## config.mk

```make
export PLATFORM = sky130hd
export DESIGN_NAME = chm_ctrl
export DESIGN_NICKNAME = d
export VERILOG_FILES = /design/src/hdl/chm_pkg.sv /design/src/hdl/chm_ctrl.sv
export SDC_FILE = /design/constraint.sdc
export NUM_CORES = 1
export LEC_CHECK = 0
export BUFFER_PORTS_ARGS = -buffer_cell sky130_fd_sc_hd__buf_2
export CAP_MARGIN = 20
export CORE_AREA = 3 3 40 42
export CTS_CLUSTER_SIZE = 14
export DETAILED_ROUTE_END_ITERATION = 16
export DIE_AREA = 0 0 43 45
export GPL_TIMING_DRIVEN = 0
export MAX_ROUTING_LAYER = met4
export PLACE_DENSITY = 0.54
export SKIP_CTS_REPAIR_TIMING = 1
export SLEW_MARGIN = 10
export SYNTH_ARGS = -nofsm -noshare
export SYNTH_HDL_FRONTEND = slang
export SYNTH_SLANG_ARGS = --single-unit
```

## constraint.sdc

```tcl
create_clock -name i_clk -period 3 [get_ports i_clk]
set_input_delay 0.6 -clock i_clk [delete_from_list [all_inputs] [get_ports i_clk]]
set_output_delay 0.6 -clock i_clk [all_outputs]
set_load 0.02 [all_outputs]
```

## src/hdl/chm_pkg.sv

```systemverilog
// Package with shared types, constants and state codes of the chained hash map.
package chm_pkg;
    localparam int POOL_NODES_DEF = 128;
    localparam int BUCKETS_DEF    = 16;

    typedef enum logic [1:0] {
        MODE_GET    = 2'd0,
        MODE_INSERT = 2'd1,
        MODE_ERASE  = 2'd2,
        MODE_NONE   = 2'd3
    } t_mode;

    typedef struct packed {
        logic [1:0]         mode;
        logic [31:0]        key;
        logic signed [31:0] value;
    } t_req;

    typedef struct packed {
        logic               ok;
        logic signed [31:0] read_value;
    } t_rsp;

    typedef enum logic [3:0] {
        ST_IDLE,
        ST_HEAD,
        ST_RDNODE,
        ST_CHECK,
        ST_INS_POP,
        ST_INS_LINK,
        ST_ERASE,
        ST_DONE
    } t_state;

    // Commands from the controller to the datapath.
    typedef struct packed {
        logic load;
        logic rd_head;
        logic rd_node;
        logic step;
        logic upd_value;
        logic pop_free;
        logic link_new;
        logic unlink;
        logic respond;
        logic ok;
        logic ret_value;
    } t_cmd;

    // Status from the datapath to the controller.
    typedef struct packed {
        t_mode mode;
        logic  cur_nil;
        logic  key_match;
        logic  pool_empty;
        logic  pool_full;
    } t_sts;
endpackage

```

## src/hdl/chm_ctrl.sv

```systemverilog
// Controller state machine of the chained hash map.
module chm_ctrl (
    input  logic          i_clk,
    input  logic          i_rst_n,
    input  logic          i_start,
    input  chm_pkg::t_sts i_sts,
    output chm_pkg::t_cmd o_cmd,
    output logic          o_busy
);
    import chm_pkg::*;

    t_state r_state, n_state;

    always_ff @(posedge i_clk) begin
        if (!i_rst_n) r_state <= ST_IDLE;
        else          r_state <= n_state;
    end

    always_comb begin
        n_state = r_state;
        unique case (r_state)
            ST_IDLE:   if (i_start) n_state = ST_HEAD;
            ST_HEAD:   n_state = ST_RDNODE;
            ST_RDNODE: n_state = ST_CHECK;
            ST_CHECK: begin
                if (i_sts.mode == MODE_NONE) n_state = ST_DONE;
                else if (i_sts.cur_nil) begin
                    if (i_sts.mode == MODE_INSERT && !i_sts.pool_empty)
                        n_state = ST_INS_POP;
                    else n_state = ST_DONE;
                end else if (i_sts.key_match) begin
                    if (i_sts.mode == MODE_ERASE && !i_sts.pool_full) n_state = ST_ERASE;
                    else n_state = ST_DONE;
                end else n_state = ST_RDNODE;
            end
            ST_INS_POP:  n_state = ST_INS_LINK;
            ST_INS_LINK: n_state = ST_DONE;
            ST_ERASE:    n_state = ST_DONE;
            ST_DONE:     n_state = ST_IDLE;
            default:     n_state = ST_IDLE;
        endcase
    end

    // The result is computed in the CHECK or final update state and shown once.
    always_comb begin
        o_cmd = '0;
        o_busy = (r_state != ST_IDLE);
        unique case (r_state)
            ST_IDLE:   o_cmd.load = i_start;
            ST_HEAD:   o_cmd.rd_head = 1'b1;
            ST_RDNODE: o_cmd.rd_node = 1'b1;
            ST_CHECK: begin
                if (i_sts.mode == MODE_NONE) begin
                    o_cmd.respond = 1'b1;
                end else if (i_sts.cur_nil) begin
                    o_cmd.respond = !(i_sts.mode == MODE_INSERT && !i_sts.pool_empty);
                end else if (i_sts.key_match) begin
                    if (i_sts.mode == MODE_GET) begin
                        o_cmd.respond = 1'b1; o_cmd.ok = 1'b1; o_cmd.ret_value = 1'b1;
                    end else if (i_sts.mode == MODE_INSERT) begin
                        o_cmd.upd_value = 1'b1; o_cmd.respond = 1'b1; o_cmd.ok = 1'b1;
                    end else if (i_sts.pool_full) begin
                        o_cmd.respond = 1'b1;
                    end
                end else o_cmd.step = 1'b1;
            end
            ST_INS_POP:  o_cmd.pop_free = 1'b1;
            ST_INS_LINK: begin
                o_cmd.link_new = 1'b1; o_cmd.respond = 1'b1; o_cmd.ok = 1'b1;
            end
            ST_ERASE: begin
                o_cmd.unlink = 1'b1; o_cmd.respond = 1'b1; o_cmd.ok = 1'b1;
            end
            ST_DONE: ;
            default: ;
        endcase
    end
endmodule

```

# Word-level counts from Yosys, hierarchy flattened
# Index checks and enable logic that the tools add are counted.
op_classes:
  n_reduce_logical: 9
  add_sub_neg: 0
  n_mul: 0
  n_div: 0
  bitwise: 0
  n_eq_ne: 10
  muxes: 31
  shifts: 0
  magnitude_cmp: 0
ops:
  columns: ["operator", "count"]
  rows:
  - ["4-bit one-hot mux with 6 select lines", 1]
  - ["1-bit two-way mux", 17]
  - ["4-bit two-way mux", 4]
  - ["2-bit two-way mux", 7]
  - ["4-bit by 3-bit == test with 1-bit output (second input constant)", 3]
  - ["4-bit by 2-bit == test with 1-bit output (second input constant)", 2]
  - ["2-bit == test (second input constant)", 2]
  - ["4-bit by 1-bit == test with 1-bit output (second input constant)", 1]
  - ["4-bit logical NOT", 1]
  - ["2-bit one-hot mux with 2 select lines", 1]
  - ["4-bit nonzero test", 1]
  - ["1-bit logical NOT", 3]
  - ["3-bit two-way mux", 1]
  - ["2-bit by 1-bit == test with 1-bit output (second input constant)", 1]
  - ["1-bit logical AND", 2]
  - ["2-bit logical NOT", 1]
  - ["2-bit inequality test (second input constant)", 1]
  - ["2-bit OR reduction", 1]
word_totals:
  regBits: 4
  romBits: 0
  mem_count: 0
  output_inout_bits: 12
  inputBits: 9
  ramBits: 0
  word_cells: 51
  latch_bits: 0

# Depth between registers and ports, before layout
logic_depth:
  ltp_word: 7
  ltp_mapped: 4
  mapped_depth_nobuf: 3

# Least setup slack after synthesis
# OpenSTA, ideal clock, no wires.
synth_timing:
  path_kind: "input to output"
  startpoint: "in i_sts[5] (netlist bit)"
  endpoint: "out o_cmd[7] (netlist bit)"
  path_buffers: 0
  t_required_ns: 2.400
  t_arrival_ns: 1.351
  cell_stages: 2
  slack_ns: 1.049
  cell_sequence: "a211o_1 nor3_1"
synth_lines:
  columns: ["element", "line_no", "rtl"]
  rows:
  - ["start, declared", "chm_ctrl.sv:6", "input chm_pkg::t_sts i_sts,"]
  - ["end, declared", "chm_ctrl.sv:7", "output chm_pkg::t_cmd o_cmd,"]

==> results.cfg <==
[timing]
final_max_slew_viol_count = 0
tightestPinTransition_ns = 0.337
slew_headroom_pct = 77.5
fin_tns_setup_ns = 0
grt_setup_unrepaired = false
finalSetupViolCount = 0
min_period_ns = 2.04
finalClockSkew_ns = 0.0000291
holdWs_ns = 0.578
hold_viol = 0
fmaxAchievable_mhz = 489
post-route-period-util_pct = 68.2

[layout]
fin_cells = 81
layout_commonest_cell = buf_2
largest_reg_flops = 3
final_nets = 76
drive_gt1_share_pct = 43.9
layout_common_cells = buf_2 (20), nand2_1 (6), nor2_1 (6)
diodes = 0
largest_register = r_state
syn_to_final_growth_pct = 47.5
top_regs = r_state x3

[cts]
cts_tree = done
clock-sinks = 3
clock_path_buffers = 2
clock_latency_ns = 0.23
cts_inserted_buffers = 3
h-tree-depth = 1
root_buffer = clkbuf_4
cts.clk_slew.worst_paths_ns = 0.03

[worst_hold_path]
holdPathStages = 3
worstHoldPathType = register to register

[yosys]
synthesis.area_um2 = 305
synth-adder-area-share_pct = 0
synth_top_family_by_area = simple AND/OR/NAND/NOR gates
synth.mux.area_fraction_pct = 0
ys_seq_area_share_pct = 19.7
ys_ff_latch = 3
yosysWarnings = 0
synthXorXnorAreaFrac_pct = 0
synth-simple-area-share_pct = 44.3
ys_types = 24
syn-num-nets = 51
synth_area_per_cell_um2 = 7.27
synth_compound_area_share_pct = 21.3
syn-instance-count = 42

[route]
first_pass_iters = 4
wirelength_um = 828
ant_nets = 0
wl_per_cell_um = 10.2
drtIter0Drc = 7
via_per_inst = 4.43
drc = 0
dr_total_vias = 359

[setup_path]
cp-start-kind = input pin
r2r-end = r_state[2]
rr_worst_depth = 4
cp.required_ns = 2.40
rrSetupSlack_ns = 2.09
worstSetupEndpointType = output port
path_class = input pin to output port
cp_max_fo = 2
setup.worst_path.end = o_cmd[2]
arrival_ns = 1.44
startpoint = i_sts[0]
r2r_start = r_state[2]

[floorplan]
fp.coreArea_um2 = 1280
die_x_um = 43
dieArea_um2 = 1940
rows = 13
initial_core_util_pct = 23.8
fp.dieH_um = 45
io_pins = 21

[global_route]
met3_usage_pct = 4.38
grt_use_total_pct = 8.90
grt_pass1_vias = 306
antenna_found_initial = 0
grt_util_met1_pct = 11.8
overflow = 0
grtUsageMet2_pct = 12.3
grt_pass1_wl_um = 1290
busiest_layer = met2
grt_max_degree = 11

[pwr]
peakVddDrop_v = 0.000185
p_total_mw = 0.208
power_leakage_nw = 0.238
p_per_area_nw_per_um2 = 463

[status]
status = completed

[placed_design]
io_buffer_count = 20
dp_hpwl_um = 680
gp_congestion = 0.682
place_inst = 77

[flow_run]
maxCapViolCount = 0
==> Yosys cell counts <==
cell,count,share of area (%)
nand2_1,6,7.4
nor2_1,6,7.4
buf_6,3,11
dfxtp_1,3,20
inv_1,3,3.7
nor3_1,2,3.3
nor3b_1,2,4.9
a211o_1,1,2.9
a21boi_1,1,2.5
a21oi_1,1,1.6
a221oi_1,1,2.9
and3b_1,1,2.9
and3b_2,1,3.3
nand2b_1,1,2.1
nand3_1,1,1.6
nand4_1,1,2.1
nand4bb_1,1,3.7
nor2_2,1,2.1
o21ai_0,1,1.6
o21ai_1,1,1.6
o21ba_1,1,3.3
o22ai_1,1,2.1
o2bb2ai_1,1,2.9
or3_4,1,3.7
==> worst min path at each step <==
stage / from / to / slack [ns]
final: r_state[2] / r_state[2] / 0.58
after global routing: r_state[2] / r_state[2] / 0.60
after CTS: r_state[2] / r_state[2] / 0.58
after detailed placement: r_state[2] / r_state[2] / 0.58
after global placement: r_state[2] / r_state[2] / 0.58
after floorplan: r_state[2] / r_state[2] / 0.55
==> through the flow <==
stage / cell area, µm² / setup WS [ns] / util, %
2_1_floorplan: 305 / 1.05 / -
3_3_place_gp: 424 / 0.936 / 33.0
3_5_place_dp: 424 / 0.948 / 33.0
4_1_cts: 450 / 0.948 / 35.1
5_1_grt: 450 / 0.908 / 35.1
6_report: 450 / 0.955 / 35.1
==> worst max-delay path, cell delays in order <==
cell and delay (ns):
buf_2 0.09, nand2b_1 0.13, a221oi_1 0.35, o21ai_1 0.11, buf_2 0.17
==> logic make-up after synthesis <==
logic type | count (synthesis)
flip-flops | 3
buffers and inverters | 6
AND/OR/NAND/NOR | 24
AO/OA/AOI/OAI | 9
==> layer usage <==
layer | share of wire [%] | wire length, µm | vias to the layer above
li1 | - | - | 195
met1 | 50 | 411 | 148
met2 | 41 | 341 | 16
met3 | 9.1 | 75 | 0
met4 | 0 | 0 | 0
met5 | 0 | 0 | -
==> cell type report <==
type	count	area [µm²]
fill	146	835
inverter	3	11.3
timing repair buffer	20	100
clock buffer	4	26.3
sequential	3	60.1
multi-input combinational	33	200
tap	15	18.8
buffer	3	33.8
==> power breakdown <==
part           switching [mW]  internal [mW]  total [mW]
Sequential            0.00305         0.0455      0.0486
Clock                  0.0187         0.0497      0.0684
Combinational          0.0514         0.0401      0.0914
Total                  0.0731          0.135       0.208
(Power assumes the default switching activity.)
